File: src/ean8_barcode_rasterizer_core_defines.svh
// assertion macros for the ean-8 rasterizer core
`ifndef EAN8_BARCODE_RASTERIZER_CORE_DEFINES_SVH
`define EAN8_BARCODE_RASTERIZER_CORE_DEFINES_SVH

`ifndef SYNTHESIS
`define EAN8_ASSERT_IMP(label, ante, cons, msg) \
  label: assert property (@(posedge clk) disable iff (rst) (ante) |-> (cons)) \
    else $error(msg);
`define EAN8_ASSERT_NXT(label, ante, cons, msg) \
  label: assert property (@(posedge clk) disable iff (rst) (ante) |=> (cons)) \
    else $error(msg);
`else
`define EAN8_ASSERT_IMP(label, ante, cons, msg)
`define EAN8_ASSERT_NXT(label, ante, cons, msg)
`endif

`endif

File: src/ean8_pkg.sv
// types, code tables and module decode for the ean-8 rasterizer core
package ean8_pkg;

  localparam int unsigned MODULES   = 67;
  localparam int unsigned DIV_STEPS = 11;

  typedef enum logic {
    CMD_LOAD  = 1'b0,
    CMD_PIXEL = 1'b1
  } cmd_e;

  typedef enum logic [1:0] {
    REG_SPACING      = 2'd0,
    REG_MODULE_WIDTH = 2'd1,
    REG_BAR_HEIGHT   = 2'd2
  } reg_idx_e;

  typedef struct packed {
    logic       is_digit;
    logic       guard;
    logic [2:0] slot;
    logic [2:0] offset;
  } mod_dec_t;

  // left-hand odd parity codes, msb is the leftmost module
  localparam logic [6:0] LEFT_CODE [10] = '{
    7'h0D, 7'h19, 7'h13, 7'h3D, 7'h23, 7'h31, 7'h2F, 7'h3B, 7'h37, 7'h0B
  };

  // 7x7 glyphs, one row per entry, msb is leftmost
  localparam logic [6:0] FONT [10][7] = '{
    '{7'h00, 7'h1C, 7'h22, 7'h22, 7'h22, 7'h22, 7'h1C},
    '{7'h00, 7'h08, 7'h18, 7'h08, 7'h08, 7'h08, 7'h1C},
    '{7'h00, 7'h1C, 7'h22, 7'h04, 7'h08, 7'h10, 7'h3E},
    '{7'h00, 7'h1C, 7'h22, 7'h04, 7'h0C, 7'h22, 7'h1C},
    '{7'h00, 7'h04, 7'h0C, 7'h14, 7'h3E, 7'h04, 7'h04},
    '{7'h00, 7'h3E, 7'h20, 7'h3C, 7'h02, 7'h22, 7'h1C},
    '{7'h00, 7'h1C, 7'h22, 7'h20, 7'h3C, 7'h22, 7'h1C},
    '{7'h00, 7'h3E, 7'h02, 7'h04, 7'h08, 7'h10, 7'h10},
    '{7'h00, 7'h1C, 7'h22, 7'h1C, 7'h22, 7'h22, 7'h1C},
    '{7'h00, 7'h1C, 7'h22, 7'h22, 7'h1E, 7'h02, 7'h1C}
  };

  // split a module offset inside a four-digit half into digit and position
  function automatic logic [4:0] split7(input logic [6:0] t);
    logic [1:0] s;
    logic [6:0] o;
    if (t >= 7'd21) begin
      s = 2'd3;
      o = t - 7'd21;
    end else if (t >= 7'd14) begin
      s = 2'd2;
      o = t - 7'd14;
    end else if (t >= 7'd7) begin
      s = 2'd1;
      o = t - 7'd7;
    end else begin
      s = 2'd0;
      o = t;
    end
    return {s, o[2:0]};
  endfunction

  function automatic mod_dec_t decode_module(input logic [6:0] m);
    mod_dec_t   d;
    logic [6:0] t;
    logic [4:0] sp;
    d = '0;
    t = '0;
    sp = '0;
    if (m < 7'd3) begin
      d.guard = (m != 7'd1);
    end else if (m < 7'd31) begin
      t = m - 7'd3;
      sp = split7(t);
      d.is_digit = 1'b1;
      d.slot = {1'b0, sp[4:3]};
      d.offset = sp[2:0];
    end else if (m < 7'd36) begin
      t = m - 7'd31;
      d.guard = (t == 7'd1) || (t == 7'd3);
    end else if (m < 7'd64) begin
      t = m - 7'd36;
      sp = split7(t);
      d.is_digit = 1'b1;
      d.slot = {1'b1, sp[4:3]};
      d.offset = sp[2:0];
    end else begin
      t = m - 7'd64;
      d.guard = (t != 7'd1);
    end
    return d;
  endfunction

  function automatic logic mult_of_ten(input logic [7:0] v);
    logic hit;
    hit = 1'b0;
    for (int k = 0; k < 26; k++) begin
      if (v == 8'(k * 10)) hit = 1'b1;
    end
    return hit;
  endfunction

endpackage

File: src/ean8_barcode_rasterizer_core.sv
// ean-8 barcode rasterizer: digit load, check digit, one pixel per word
//
//  channel  direction  handshake            payload
//  item     in         item_valid/stall     command, digit_0..digit_7
//  result   out        result_valid/stall   pixel, row_end, image_end, code_valid,
//                                           image_width, image_height
//  cfg      in         cfg_valid/ready      cfg_index, cfg_data
//
//  one word per cycle when not stalled; each result word comes in the next cycle
//  pixel position is kept as row/column counters plus module and font-row counters
//  after any cfg write the block stalls items in setup and divide while a serial
//  divider rebuilds the module and font-row counters from the row/column position
//  a held result stalls the item side only if the result side is stalled
//  rst is synchronous and restores the default spacing 4, module width 3, bar height 50
`include "ean8_barcode_rasterizer_core_defines.svh"

module ean8_barcode_rasterizer_core
  import ean8_pkg::*;
(
  input  logic        clk,
  input  logic        rst,
  input  logic        item_valid,
  output logic        item_stall,
  input  logic        command,
  input  logic [3:0]  digit_0,
  input  logic [3:0]  digit_1,
  input  logic [3:0]  digit_2,
  input  logic [3:0]  digit_3,
  input  logic [3:0]  digit_4,
  input  logic [3:0]  digit_5,
  input  logic [3:0]  digit_6,
  input  logic [3:0]  digit_7,
  output logic        result_valid,
  input  logic        result_stall,
  output logic        pixel,
  output logic        row_end,
  output logic        image_end,
  output logic        code_valid,
  output logic [10:0] image_width,
  output logic [10:0] image_height,
  input  logic        cfg_valid,
  output logic        cfg_ready,
  input  logic [1:0]  cfg_index,
  input  logic [9:0]  cfg_data
);

  typedef enum logic [1:0] {
    ST_IDLE,
    ST_SETUP,
    ST_DIV
  } state_t;

  state_t      state;
  logic [7:0]  spacing;
  logic [3:0]  module_width;
  logic [9:0]  bar_height;
  logic [3:0]  digits [8];
  logic        valid_flag;
  logic [10:0] col;
  logic [10:0] row;
  logic [6:0]  qc;
  logic [3:0]  rc;
  logic [2:0]  qr;
  logic [3:0]  rr;
  logic [10:0] dvd_c;
  logic [10:0] dvd_r;
  logic [3:0]  rem_c;
  logic [3:0]  rem_r;
  logic [3:0]  step_cnt;

  logic [3:0]  mw_eff;
  logic [10:0] img_w;
  logic [10:0] img_h;
  logic [10:0] row_thr;
  logic        busy;
  logic        accept;
  logic        cfg_write;

  logic        text;
  logic        in_image;
  logic [2:0]  frow;
  mod_dec_t    dec;
  logic [3:0]  dv;
  logic [6:0]  code;
  logic [2:0]  bitpos;
  logic        pix_val;

  logic [11:0] col_p1;
  logic [11:0] row_p1;
  logic        rend;
  logic        iend;
  logic [10:0] col_next;
  logic [10:0] row_next;
  logic [6:0]  qc_next;
  logic [3:0]  rc_next;
  logic [2:0]  qr_next;
  logic [3:0]  rr_next;

  logic [4:0]  sh_c;
  logic [4:0]  sh_r;
  logic        ge_c;
  logic        ge_r;
  logic [3:0]  rem_c_next;
  logic [3:0]  rem_r_next;
  logic [10:0] dvd_c_next;
  logic [10:0] dvd_r_next;

  logic [7:0]  check_sum;
  logic        digits_ok;
  logic        load_valid;

  assign mw_eff = (module_width == 4'd0) ? 4'd1 : module_width;
  assign img_w = 11'({spacing, 1'b0}) + 11'({mw_eff, 6'b0}) + 11'({mw_eff, 1'b0})
               + 11'(mw_eff);
  assign img_h = 11'(bar_height) + 11'({mw_eff, 3'b0}) - 11'(mw_eff)
               + 11'({spacing, 1'b0});
  assign row_thr = 11'(spacing) + 11'(bar_height);

  assign busy = (state != ST_IDLE);
  assign cfg_ready = 1'b1;
  assign cfg_write = cfg_valid && cfg_ready;
  assign item_stall = busy || (result_valid && result_stall);
  assign accept = item_valid && !item_stall;

  // pixel at the current position
  always_comb begin
    text = (row >= row_thr);
    in_image = (col >= 11'(spacing)) && (row >= 11'(spacing)) && (qc < 7'(MODULES))
             && !(text && (qr == 3'd7));
    frow = (qr == 3'd7) ? 3'd6 : qr;
    dec = decode_module(qc);
    dv = digits[dec.slot];
    bitpos = 3'd6 - dec.offset;
    code = '0;
    if (dv <= 4'd9) begin
      if (text) begin
        code = FONT[dv][frow];
      end else if (dec.slot[2]) begin
        code = ~LEFT_CODE[dv];
      end else begin
        code = LEFT_CODE[dv];
      end
    end
    pix_val = in_image && (dec.is_digit ? code[bitpos] : dec.guard);
  end

  // advance of the raster counters
  always_comb begin
    col_p1 = 12'(col) + 12'd1;
    row_p1 = 12'(row) + 12'd1;
    rend = (col_p1 >= 12'(img_w));
    iend = rend && (row_p1 >= 12'(img_h));
    col_next = col_p1[10:0];
    row_next = row;
    qc_next = qc;
    rc_next = rc;
    qr_next = qr;
    rr_next = rr;
    if (rend) begin
      col_next = '0;
      qc_next = '0;
      rc_next = '0;
      if (iend) begin
        row_next = '0;
        qr_next = '0;
        rr_next = '0;
      end else begin
        row_next = row_p1[10:0];
        if (row_p1 <= 12'(row_thr)) begin
          qr_next = '0;
          rr_next = '0;
        end else if (rr == mw_eff - 4'd1) begin
          rr_next = '0;
          qr_next = (qr == 3'd7) ? qr : qr + 3'd1;
        end else begin
          rr_next = rr + 4'd1;
        end
      end
    end else begin
      if (col_p1 <= 12'(spacing)) begin
        qc_next = '0;
        rc_next = '0;
      end else if (rc == mw_eff - 4'd1) begin
        rc_next = '0;
        qc_next = (qc == 7'd127) ? qc : qc + 7'd1;
      end else begin
        rc_next = rc + 4'd1;
      end
    end
  end

  // one restoring division step for column and row
  always_comb begin
    sh_c = {rem_c, dvd_c[10]};
    sh_r = {rem_r, dvd_r[10]};
    ge_c = (sh_c >= {1'b0, mw_eff});
    ge_r = (sh_r >= {1'b0, mw_eff});
    rem_c_next = ge_c ? 4'(sh_c - {1'b0, mw_eff}) : sh_c[3:0];
    rem_r_next = ge_r ? 4'(sh_r - {1'b0, mw_eff}) : sh_r[3:0];
    dvd_c_next = {dvd_c[9:0], ge_c};
    dvd_r_next = {dvd_r[9:0], ge_r};
  end

  // check digit
  always_comb begin
    check_sum = 8'({digit_0, 1'b0}) + 8'(digit_0) + 8'(digit_1)
              + 8'({digit_2, 1'b0}) + 8'(digit_2) + 8'(digit_3)
              + 8'({digit_4, 1'b0}) + 8'(digit_4) + 8'(digit_5)
              + 8'({digit_6, 1'b0}) + 8'(digit_6) + 8'(digit_7);
    digits_ok = (digit_0 <= 4'd9) && (digit_1 <= 4'd9) && (digit_2 <= 4'd9)
             && (digit_3 <= 4'd9) && (digit_4 <= 4'd9) && (digit_5 <= 4'd9)
             && (digit_6 <= 4'd9) && (digit_7 <= 4'd9);
    load_valid = digits_ok && mult_of_ten(check_sum);
  end

  always_ff @(posedge clk) begin
    if (rst) begin
      state <= ST_IDLE;
      spacing <= 8'd4;
      module_width <= 4'd3;
      bar_height <= 10'd50;
      for (int i = 0; i < 8; i++) digits[i] <= '0;
      valid_flag <= 1'b0;
      col <= '0;
      row <= '0;
      qc <= '0;
      rc <= '0;
      qr <= '0;
      rr <= '0;
      step_cnt <= '0;
      result_valid <= 1'b0;
    end else begin
      if (cfg_write) begin
        unique case (cfg_index)
          REG_SPACING:      spacing <= cfg_data[7:0];
          REG_MODULE_WIDTH: module_width <= cfg_data[3:0];
          REG_BAR_HEIGHT:   bar_height <= cfg_data;
          default: ;
        endcase
      end

      unique case (state)
        ST_IDLE: begin
          if (cfg_write) state <= ST_SETUP;
        end
        ST_SETUP: begin
          dvd_c <= (col >= 11'(spacing)) ? col - 11'(spacing) : '0;
          dvd_r <= (row >= row_thr) ? row - row_thr : '0;
          rem_c <= '0;
          rem_r <= '0;
          step_cnt <= '0;
          state <= cfg_write ? ST_SETUP : ST_DIV;
        end
        ST_DIV: begin
          dvd_c <= dvd_c_next;
          dvd_r <= dvd_r_next;
          rem_c <= rem_c_next;
          rem_r <= rem_r_next;
          step_cnt <= step_cnt + 4'd1;
          if (cfg_write) begin
            state <= ST_SETUP;
          end else if (step_cnt == 4'(DIV_STEPS - 1)) begin
            qc <= (|dvd_c_next[10:7]) ? 7'd127 : dvd_c_next[6:0];
            rc <= rem_c_next;
            qr <= (|dvd_r_next[10:3]) ? 3'd7 : dvd_r_next[2:0];
            rr <= rem_r_next;
            state <= ST_IDLE;
          end
        end
        default: state <= ST_IDLE;
      endcase

      if (accept) begin
        result_valid <= 1'b1;
        image_width <= img_w;
        image_height <= img_h;
        if (command == CMD_LOAD) begin
          digits[0] <= digit_0;
          digits[1] <= digit_1;
          digits[2] <= digit_2;
          digits[3] <= digit_3;
          digits[4] <= digit_4;
          digits[5] <= digit_5;
          digits[6] <= digit_6;
          digits[7] <= digit_7;
          valid_flag <= load_valid;
          col <= '0;
          row <= '0;
          qc <= '0;
          rc <= '0;
          qr <= '0;
          rr <= '0;
          pixel <= 1'b0;
          row_end <= 1'b0;
          image_end <= 1'b0;
          code_valid <= load_valid;
        end else begin
          col <= col_next;
          row <= row_next;
          qc <= qc_next;
          rc <= rc_next;
          qr <= qr_next;
          rr <= rr_next;
          pixel <= pix_val;
          row_end <= rend;
          image_end <= iend;
          code_valid <= valid_flag;
        end
      end else if (!result_stall) begin
        result_valid <= 1'b0;
      end
    end
  end

  `EAN8_ASSERT_IMP(a_sub_in_range, !busy, rc < mw_eff, "module subpixel out of range")
  `EAN8_ASSERT_IMP(a_border_zero, !busy && (col < 11'(spacing)), (qc == '0) && (rc == '0),
    "module counters not zero in the left border")
  `EAN8_ASSERT_NXT(a_load_result, accept && (command == CMD_LOAD),
    result_valid && !pixel && !row_end && !image_end, "load word has a pixel mark")
  `EAN8_ASSERT_IMP(a_image_end_row, result_valid && image_end, row_end,
    "image end without row end")
  `EAN8_ASSERT_NXT(a_cfg_rebuild, cfg_write, busy, "cfg write did not start rebuild")

endmodule
File: config.mk
export PLATFORM = sky130hd
export DESIGN_NAME = ean8_barcode_rasterizer_core
export DESIGN_NICKNAME = d
export VERILOG_FILES = /design/src/ean8_pkg.sv /design/src/ean8_barcode_rasterizer_core.sv
export VERILOG_INCLUDE_DIRS = /design/src /design/src/src
export SDC_FILE = /design/constraint.sdc
export NUM_CORES = 1
export LEC_CHECK = 0
export BUFFER_PORTS_ARGS = -buffer_cell sky130_fd_sc_hd__buf_2
export CAP_MARGIN = 20
export CORE_UTILIZATION = 35
export CTS_CLUSTER_SIZE = 12
export DETAILED_ROUTE_END_ITERATION = 10
export MAX_ROUTING_LAYER = met4
export PLACE_DENSITY = 0.53
export REMOVE_ABC_BUFFERS = 1
export SYNTH_ARGS = -nofsm -noshare
export SYNTH_HDL_FRONTEND = slang
export SYNTH_SLANG_ARGS = --single-unit
File: constraint.sdc
create_clock -name clk -period 9.69 [get_ports clk]
set_input_delay 2.4225 -clock clk [delete_from_list [all_inputs] [get_ports clk]]
set_output_delay 2.4225 -clock clk [all_outputs]
set_load 0.05 [all_outputs]
==> reports/qor.csv, run 1 <==
stage,metric,value,unit
yosys,Post-synth top flop,edfxtp_1,
yosys,Netlist cell types,91,
yosys,cell area after synthesis,14430,sq um
timing,Final min period,7411,ps
clock_tree,CTS resizes,0,
floorplanning,CORE AREA,40740,sq um
setup_path,crit start category,primary input,
drt,Wirelength per Cell,17.52,um
global_route,largest net degree at the start of global routing,54,
floorplanning,Boundary Pins,79,
clock_tree,number of H-tree levels,4,
timing,Fin Clk Skew,13.72,ps
clock_tree,post-CTS setup buffers,0,
placement,Port Buffers,77,
yosys,syn_area_per_cell,8.817,sq um
yosys,sequential share of the synthesized area,28.02,%
yosys,mux contribution to synthesized area,1.318,%
global_route,initial antenna violation count,0,
timing,final hold viol count,0,
setup_path,Worst Setup Path Type,primary input to flop,
drt,post-DR vias/cell,5.343,
finish,Ant. Diodes,0,
drt,Antenna Nets Post-Route,0,
job,Max Cap Viol,0,
floorplanning,DIE HEIGHT,205.1,um
timing,Final Setup Violations,0,
drt,final WL,38970,um
timing,worst setup margin,2279,ps
timing,Slew headroom,31.47,%
drt,TritonRoute pass-1 iters,5,
global_route,vias in the first global route,11390,
yosys,yosys warns,0,
finish,share of layout cells above drive strength 1,9.811,%
placement,Place WS,1839,ps
clock_tree,CTS tree,done,
min_path,type of the worst min-delay path,flop to flop,
drt,number of DRC markers in iteration 0,749,
yosys,async set-or-reset flop fraction in the synthesized netlist,0,%
floorplanning,Die X,205.1,um
clock_tree,Worst-path clk slew,70,ps
drt,DR vias,11880,
yosys,post-synthesis simple-gate area fraction,15.85,%
power,PwrDens,192.0,nW/um^2
timing,worst slew pin tran,1026,ps
finish,Layout Nets,1962,
clock_tree,Clock Latency Late Sink,450,ps
finish,area occupied by multi-input gates,9417,sq um
clock_tree,hold buffers post-CTS,0,
placement,half-perimeter wire length after detailed placement,30310,um
timing,Final Max Slew Viols,0,
timing,fmax,0.1349,GHz
clock_tree,CTS root buffer,clkbuf_16,
power,worst vdd ir,181.9,uV
timing,Fin Setup TNS,0,ps
yosys,cells after synthesis,1637,
finish,P&R area growth vs syn,10.04,%
timing,fin crit share,76.48,%
global_route,GRT Total Usage,19.46,%
yosys,area share of xor/xnor cells in the synthesized design,5.201,%
drt,drt drc,0,
timing,hold_ws,473.6,ps
clock_tree,CTS Buffer Depth,2,
global_route,GR Overflow Total,0,
yosys,Synth Area in Adders,23.01,%
outcome,status,finished clean,
placement,GPL Wtd Cong,0.8553,
power,total power,0.003050,W
yosys,largest family of logic cells by synthesized area,adder cells,
timing,unrepaired setup endpoints after global routing,false,
finish,final non-filler cell area,15880,sq um
yosys,synthesized flop and latch total,158,
clock_tree,CTS buffer count,17,
finish,register area,4044,sq um
floorplanning,DIE AREA,42060,sq um
power,Leakage,7.089,nW
setup_path,arrival time worst endpoint,7770,ps
yosys,compound-gate portion of the synthesized area,19.64,%
finish,number of fill cells in the layout,4112,
global_route,first-pass GRT wire length,62020,um
floorplanning,Initial Utilization,35.43,%
clock_tree,clk sink count,158,
placement,Area after DPL,15300,sq um
setup_path,CP required,10050,ps
floorplanning,row cnt,74,
setup_path,CP endpoint kind,flop,
yosys,Post-synth EDFFs,88,
setup_path,CP max FO,6,
cell usage after synthesis (32+ instances only):
cell type,n,area (sq um)
a21oi_1,99,495.5
ha_1,179,2240
nand2_1,133,499.2
fa_1,54,1081
a21o_1,34,255.2
xor2_1,32,280.3
xnor2_1,50,437.9
clkbuf_1,47,176.4
dfxtp_1,70,1401
nor2_1,116,435.4
inv_1,185,694.4
edfxtp_1,88,2643
o21ai_0,91,455.4
nand3_1,42,210.2
critical path, stage by stage:
cell and delay [ps]:
buf_2 130, fa_1 530, inv_1 60, fa_1 510, fa_1 520, fa_1 510
fa_1 540, inv_1 40, ha_1 200, inv_1 80, fa_1 200, inv_1 50
a21o_1 170, a21oi_1 170, xnor2_1 150, or2_2 200, nand2_1 100, mux2_2 270
o22ai_1 120, o21ai_0 100, a211oi_1 250, a21o_1 110, nand2_1 60, o32ai_1 270
sequential cells by signal, indices dropped and copies added, names as in the netlist, 7 cells and up:
register      count
col              11
digits           32
qc                7
bar_height       10
image_width      11
image_height     11
spacing           8
dvd_r            11
row              11
dvd_c            11
metrics by stage:
stage,utilization [%],cells
after floorplan,-,1569
after global placement,37.56,2191
after detailed placement,37.56,2191
after CTS,38.97,2223
after global routing,38.99,2224
final,38.99,2224
cells in the final DEF, fill, tap and decap left out, types with 26 or more instances in the layout:
cell type	synthesis	layout
fa_1	54	54
nor2_1	116	114
xor2_1	32	32
xnor2_1	50	50
a21o_1	34	34
o21ai_0	91	90
inv_1	185	185
a21oi_1	99	99
nand3_1	42	41
dfxtp_1	70	70
nand2b_1	26	26
ha_1	179	179
nand2_1	133	133
buf_2	8	78
edfxtp_1	88	88
area by class of cell:
cell class                 count  area share [%]
inverter                     185           4.372
clock inverter                12          0.5987
tap                          532           4.191
multi-input combinational   1226           59.29
sequential                   158           25.46
timing repair buffer          91           3.072
clock buffer                  20           3.017
metal layers:
layer,GRT usage [%],routed length (um),vias up
met3,2.514,1309,55
met4,6.534,901,0
met2,29.17,17400,247
met5,-,0,-
li1,-,-,5891
met1,26.89,19360,5690
power breakdown:
group	leakage (nW)	internal, W	switching, W
registers	1.43	0.000751	0.0000328
logic	5.38	0.000642	0.000963
clock network	0.284	0.000363	0.000297
logic make-up after synthesis:
family / after synthesis
and+or+nand+nor: 470
buffers and inverters: 253
AOI/OAI and AO/OA: 420
DFF: 158
other: 1
xor gates and xnor gates: 84
muxes: 18
adders and majority gates: 233
final timing paths:
check | startpoint | end | slack [ps] | cells past startpoint
worst max-delay path | digit_0[2] | valid_flag | 2280 | 24
worst min-delay path | valid_flag | valid_flag | 470 | 2
worst max register to register | qc[0] | pixel | 3110 | 19
worst min register to register | valid_flag | valid_flag | 470 | 2
Note: power is estimated with default switching activity, not from simulation.
==> inputs of run 2 (changes only) <==
- clock period: 9.69 -> 7.1 ns (I/O delays scaled with it)
==> run 2 against run 1 <==
Against the previous run:
- register-to-register slack worse by 2100 ps
- highest routed layer unchanged
- critical path depth unchanged
- power rose by 41%
- sequential share of layout area is 0.26 points lower
- final area increased by 1.0%
- wire length grew 1.7%
- critical endpoint unchanged
- final cell count increased by 0.72%
- setup slack worse by 1900 ps
- clock power up 48%
- largest cell class unchanged
==> reports/qor.csv, run 2 (synthesized netlist as in run 1, its figures left out) <==
stage,metric,value,unit,change
outcome,status,finished clean,,unchanged
power,PwrDens,267.8,nW/um^2,was 192.0 nW/um^2
setup_path,CP endpoint kind,flop,,unchanged
placement,half-perimeter wire length after detailed placement,31030,um,was 30310 um
power,sw power,0.001794,W,was 0.001293 W
drt,Antenna Nets Post-Route,0,,unchanged
clock_tree,CTS buffer count,17,,unchanged
floorplanning,row cnt,74,,unchanged
timing,final hold viol count,0,,unchanged
power,clock share of power,22.8,%,was 21.7%
power,Logic pwr share,52.5,%,was 52.7%
placement,Placed Cells incl. Taps,2208,,was 2191
setup_path,crit start category,primary input,,unchanged
finish,Layout Nets,1978,,was 1962
clock_tree,CTS tree,done,,unchanged
clock_tree,CTS root buffer,clkbuf_16,,unchanged
global_route,GRT Total Usage,19.88,%,was 19.46%
drt,number of DRC markers in iteration 0,863,,was 749
drt,drt drc,0,,unchanged
clock_tree,Clock Latency Late Sink,460,ps,was 450 ps
finish,most frequent cells in the layout,"inv_1 (185), ha_1 (179), nand2_1 (133)",,unchanged
global_route,met1 usage,27.33,%,was 26.89%
clock_tree,CTS Buffer Depth,2,,unchanged
timing,Final min period,6692,ps,
global_route,GR Util met2,30.41,%,was 29.17%
clock_tree,CTS resizes,0,,unchanged
power,P_int,0.002504,W,was 0.001757 W
power,worst vdd ir,256.4,uV,was 181.9 uV
drt,DR vias,11860,,was 11880
clock_tree,post-CTS setup buffers,0,,unchanged
timing,worst setup margin,408.1,ps,was 2279 ps
global_route,GR Overflow Total,0,,unchanged
setup_path,Worst path slowest cell,fa_1,,unchanged
setup_path,Worst Setup Path Type,primary input to flop,,unchanged
floorplanning,Initial Utilization,35.43,%,unchanged
setup_path,arrival time worst endpoint,7050,ps,was 7770 ps
floorplanning,Boundary Pins,79,,unchanged
floorplanning,DIE AREA,42060,sq um,unchanged
clock_tree,hold buffers post-CTS,0,,unchanged
timing,Fin Clk Skew,15.33,ps,was 13.72 ps
global_route,first-pass GRT wire length,62820,um,was 62020 um
floorplanning,Die X,205.1,um,unchanged
global_route,GRT Max-Usage Layer,met2,,unchanged
floorplanning,DIE HEIGHT,205.1,um,unchanged
finish,area occupied by multi-input gates,9417,sq um,unchanged
power,Switching Share,41.74,%,was 42.40%
finish,"commonest non-fill, non-tap cell in the layout",inv_1,,unchanged
placement,GPL Wtd Cong,0.8589,,was 0.8553
job,Max Cap Viol,0,,unchanged
timing,unrepaired setup endpoints after global routing,false,,unchanged
timing,Final Max Slew Viols,0,,unchanged
global_route,largest net degree at the start of global routing,54,,unchanged
timing,worst slew pin tran,1017,ps,was 1026 ps
setup_path,critical path's most frequent cell,fa_1,,unchanged
finish,register area,4044,sq um,unchanged
power,Flop pwr share,24.7,%,was 25.7%
timing,Final Setup Violations,0,,unchanged
global_route,vias in the first global route,11460,,was 11390
finish,max FFs per register,32,,unchanged
clock_tree,Worst-path clk slew,70,ps,about the same
floorplanning,CORE AREA,40740,sq um,unchanged
clock_tree,number of H-tree levels,4,,unchanged
finish,Final Non-Filler Cells,2240,,was 2224
drt,Wirelength per Cell,17.69,um,was 17.52 um
timing,fmax,0.1494,GHz,
timing,Slew headroom,32.02,%,was 31.47%
setup_path,crit-path cells,"buf_2, fa_1, inv_1, fa_1, fa_1, fa_1, fa_1, inv_1, ha_1, inv_1, fa_1, inv_1, a21o_1, a21oi_1, xnor2_1, or2_2, nand2_1, mux2_2, o22ai_1, o21ai_0, a211oi_1, a21o_1, nand2_1, o32ai_1",,unchanged
power,Leakage,7.187,nW,was 7.089 nW
setup_path,CP max FO,3,,was 6
finish,P&R area growth vs syn,11.18,%,was 10.04%
finish,Ant. Diodes,0,,unchanged
drt,TritonRoute pass-1 iters,5,,unchanged
drt,final WL,39630,um,was 38970 um
placement,Place WS,-63.08,ps,was 1839 ps
finish,share of layout cells above drive strength 1,10.71,%,was 9.811%
placement,Port Buffers,77,,unchanged
finish,Largest Register,digits,,unchanged
drt,post-DR vias/cell,5.295,,was 5.343
global_route,initial antenna violation count,0,,unchanged
timing,fin crit share,94.25,%,
min_path,type of the worst min-delay path,flop to flop,,unchanged
clock_tree,clk sink count,158,,unchanged
setup_path,Worst path top cell family by delay,adder cells,,unchanged
global_route,global routing met3 resource utilization,2.673,%,was 2.514%
setup_path,WP buf/inv,5,,unchanged
finish,Util after Layout,39.39,%,was 38.99%
timing,Fin Setup TNS,0,ps,unchanged
setup_path,CP required,7460,ps,was 10050 ps
finish,number of fill cells in the layout,4182,,was 4112
setup_path,Worst path max stage delay,540,ps,about the same
run 2: cell count changes in the layout (fill, tap and decap cells not counted), sizes merged:
cell,before,now
bufinv,0,2
buf,91,107
clkbuf,20,18
clkinv,3,2
inv,193,194
run 2: final timing paths:
kind | startpoint | end | slack, ps | cells after the start
setup / recovery | digit_0[2] | valid_flag | 410 | 24
setup reg to reg | qc[2] | pixel | 980 | 17
hold reg to reg | bar_height[9] | bar_height[9] | 460 | 2
hold / removal | bar_height[9] | bar_height[9] | 460 | 2
run 2: final cells by class:
class / count / area share (%)
clock buffer: 18 / 2.807
clock inverter: 14 / 1.037
inverter: 185 / 4.327
multi-input combinational: 1226 / 58.68
sequential: 158 / 25.20
tap: 532 / 4.148
timing repair buffer: 107 / 3.805
run 2: worst reg2reg max path: stages (launching register included):
cell and delay, ps:
dfxtp_1 710, inv_1 250, ha_1 360, a22o_2 250, o2111a_1 230, a211o_1 360, nand2_1 180, a21boi_4 310
mux2_4 330, or4_1 700, inv_1 220, ha_1 360, mux2_2 230, a211oi_1 70, a311oi_1 400, o31ai_1 180
a21o_1 220, a2111oi_2 510
run 2: per-stage QoR:
step / total power (W) / hold slack [ps] / area, sq um
detailed placement: 0.003315 / 456.0 / 15430
global route: 0.004625 / 490.2 / 16050
finish: 0.004297 / 464.1 / 16050
global placement: 0.003286 / 442.1 / 15430
CTS: 0.004309 / 466.0 / 16050
floorplan: 0.002756 / 430.3 / 14130
run 2: layer usage:
layer / share of wire (%) / wire length (um)
met5: 0 / 0
met4: 1.5 / 605
met3: 3.7 / 1465
met2: 45 / 18000
met1: 49 / 19560
run 2: power groups by stage:
stage	clock, W	combinational (W)	sequential (W)
floorplan	0	0.00164	0.00112
global placement	0	0.00220	0.00108
detailed placement	0	0.00223	0.00108
CTS	0.00101	0.00224	0.00106
global route	0.00104	0.00252	0.00107
finish	0.000979	0.00226	0.00106
==> inputs of run 3 (changes only) <==
- CORE_ASPECT_RATIO: default -> 1.4
==> run 3 against run 2 <==
Against the previous run:
- hold slack got worse by 0.57 ps
- utilization increased by 0.14 points
- non-clock buffer count increased by 1
- via count increased by 0.45%
- wire length increased by 4.9%
- register-to-register slack improved by 220 ps
- flip-flop and latch count unchanged
- clock-buffer cell count increased by 6
- critical path depth decreased by 1
- critical path type unchanged
- critical endpoint unchanged
- highest routed layer unchanged
==> reports/qor.csv, run 3 (synthesized netlist as in run 1, its figures left out) <==
stage,metric,value,unit,change
timing,fmax,0.1498,GHz,was 0.1494 GHz
timing,Final min period,6676,ps,was 6692 ps
placement,GPL Wtd Cong,0.8563,,was 0.8589
setup_path,Worst path slowest cell,fa_1,,unchanged
power,PwrDens,264.4,nW/um^2,was 267.8 nW/um^2
setup_path,critical path's most frequent cell,fa_1,,unchanged
finish,Layout Nets,1979,,was 1978
power,worst vdd ir,338.8,uV,was 256.4 uV
drt,post-DR vias/cell,5.309,,was 5.295
floorplanning,Die X,173.6,um,was 205.1 um
setup_path,CP max FO,3,,unchanged
power,total power,0.004232,W,was 0.004297 W
setup_path,CP Launch Point,digit_0[2],,unchanged
setup_path,crit-path cells,"buf_2, fa_1, inv_1, fa_1, fa_1, fa_1, fa_1, inv_1, ha_1, inv_1, fa_1, inv_1, a21o_1, a21oi_1, xnor2_1, or2_2, mux2_2, o22ai_1, o21ai_0, a211oi_1, a21o_1, nand2_1, o32ai_1",,"was buf_2, fa_1, inv_1, fa_1, fa_1, fa_1, fa_1, inv_1, ha_1, inv_1, fa_1, inv_1, a21o_1, a21oi_1, xnor2_1, or2_2, nand2_1, mux2_2, o22ai_1, o21ai_0, a211oi_1, a21o_1, nand2_1, o32ai_1"
clock_tree,CTS root buffer,clkbuf_16,,unchanged
timing,Fin Clk Skew,7.961,ps,was 15.33 ps
min_path,type of the worst min-delay path,flop to flop,,unchanged
global_route,vias in the first global route,11890,,was 11460
finish,max FFs per register,32,,unchanged
finish,number of fill cells in the layout,4119,,was 4182
floorplanning,DIE HEIGHT,242.3,um,was 205.1 um
clock_tree,Clock Latency Late Sink,450,ps,was 460 ps
timing,worst slew pin tran,996.3,ps,was 1017 ps
job,Max Cap Viol,0,,unchanged
drt,Antenna Nets Post-Route,0,,unchanged
drt,DR vias,11910,,was 11860
floorplanning,Boundary Pins,79,,unchanged
setup_path,CP endpoint,valid_flag,,unchanged
clock_tree,CTS buffer count,17,,unchanged
floorplanning,CORE AREA,40490,sq um,was 40740 sq um
power,Leakage,7.169,nW,was 7.187 nW
timing,unrepaired setup endpoints after global routing,false,,unchanged
clock_tree,CTS Buffer Depth,2,,unchanged
drt,TritonRoute pass-1 iters,5,,unchanged
timing,Final Setup Violations,0,,unchanged
global_route,first-pass GRT wire length,65260,um,was 62820 um
timing,final hold viol count,0,,unchanged
clock_tree,CTS resizes,0,,unchanged
setup_path,Worst path max stage delay,530,ps,was 540 ps
clock_tree,Worst-path clk slew,60,ps,was 70 ps
placement,half-perimeter wire length after detailed placement,33030,um,was 31030 um
clock_tree,CTS tree,done,,unchanged
floorplanning,Initial Utilization,35.64,%,was 35.43%
setup_path,crit start category,primary input,,unchanged
timing,worst setup margin,424.1,ps,was 408.1 ps
finish,most frequent cells in the layout,"inv_1 (185), ha_1 (179), nand2_1 (133)",,unchanged
floorplanning,row cnt,87,,was 74
finish,Largest Register,digits,,unchanged
finish,"commonest non-fill, non-tap cell in the layout",inv_1,,unchanged
global_route,GR Overflow Total,0,,unchanged
timing,fin crit share,94.03,%,was 94.25%
drt,number of DRC markers in iteration 0,608,,was 863
setup_path,reg2reg setup slack,1200,ps,was 980 ps
setup_path,arrival time worst endpoint,7010,ps,was 7050 ps
finish,P&R area growth vs syn,10.90,%,was 11.18%
setup_path,CP endpoint kind,flop,,unchanged
setup_path,Reg-to-Reg End,pixel,,unchanged
setup_path,CP Depth,23,,was 24
drt,drt drc,0,,unchanged
clock_tree,clk sink count,158,,unchanged
placement,Place WS,-62.37,ps,was -63.08 ps
setup_path,WP buf/inv,5,,unchanged
timing,Slew headroom,33.42,%,was 32.02%
timing,Final Max Slew Viols,0,,unchanged
drt,final WL,41590,um,was 39630 um
finish,share of layout cells above drive strength 1,10.53,%,was 10.71%
global_route,initial antenna violation count,1,,was 0
outcome,status,finished clean,,unchanged
setup_path,Worst path top cell family by delay,adder cells,,unchanged
min_path,Hold Path Origin,valid_flag,,was bar_height[9]
global_route,GRT Total Usage,20.53,%,was 19.88%
floorplanning,DIE AREA,42070,sq um,was 42060 sq um
clock_tree,hold buffers post-CTS,0,,unchanged
placement,Port Buffers,77,,unchanged
setup_path,Worst Setup Path Type,primary input to flop,,unchanged
setup_path,worst r2r src,qc[1],,was qc[2]
drt,Wirelength per Cell,18.53,um,was 17.69 um
setup_path,CP required,7440,ps,was 7460 ps
clock_tree,post-CTS setup buffers,0,,unchanged
finish,Util after Layout,39.53,%,was 39.39%
clock_tree,number of H-tree levels,4,,unchanged
setup_path,worst r2r path cells,18,,was 17
global_route,largest net degree at the start of global routing,55,,was 54
-- run 3: cell types whose count changed in the layout (fill, tap and decap cells not counted) --
cell and delta:
diode_2 +1, clkbuf_16 -1, inv_8 -2, clkinv_2 +2, bufinv_16 -1, clkinvlp_4 -1, buf_4 +1, clkbuf_8 +3
clkbuf_1 +4, inv_6 -4
-- run 3: routing by layer --
metal	track usage, %	routed length, um	vias to the layer above
met5	-	0	-
met4	10.04	1802	0
met3	2.731	1098	79
met2	36.89	22070	232
met1	22.05	16620	5694
li1	-	-	5908
-- run 3: worst min path at each step --
stage,endpoint,depth (start not counted)
3_3_place_gp,valid_flag,2
5_1_grt,valid_flag,2
6_report,valid_flag,2
4_1_cts,valid_flag,2
3_5_place_dp,valid_flag,2
2_1_floorplan,bar_height[9],2
-- run 3: area by class of cell --
class / instances / area (sq um) / area share (%)
diodes: 1 / 2.502 / 0.01563
clock buffers: 24 / 481.7 / 3.009
clock inverters: 8 / 81.33 / 0.5081
inverters: 185 / 694.4 / 4.338
multi-input cells: 1226 / 9417 / 58.83
flip-flops and latches: 158 / 4044 / 25.26
well taps: 534 / 668.1 / 4.174
repair buffers: 108 / 618.1 / 3.861
-- run 3: tightest hold or removal path: cells and delay by family, from the launching register on --
family	cells	cell delay, ps
buffers and inverters	1	50
AOI/OAI and AO/OA	1	50
DFF	1	310
-- run 3: where the power goes --
group | switching, W | leakage, nW | total, W | internal (W)
combinational | 0.00133 | 5.46 | 0.00226 | 0.000931
sequential | 0.0000353 | 1.43 | 0.00106 | 0.00102
clock | 0.000397 | 0.280 | 0.000909 | 0.000513
total | 0.00176 | 7.17 | 0.00423 | 0.00247
-- run 3: stage by stage --
step	TNS (ps)	std cells	hold slack [ps]	area (sq um)
2_1_floorplan	0	1569	430.3	14130
3_3_place_gp	-25.89	2211	444.7	15440
3_5_place_dp	-62.37	2211	452.3	15440
4_1_cts	0	2243	462.7	16000
5_1_grt	0	2244	484.0	16010
6_report	0	2244	463.6	16010
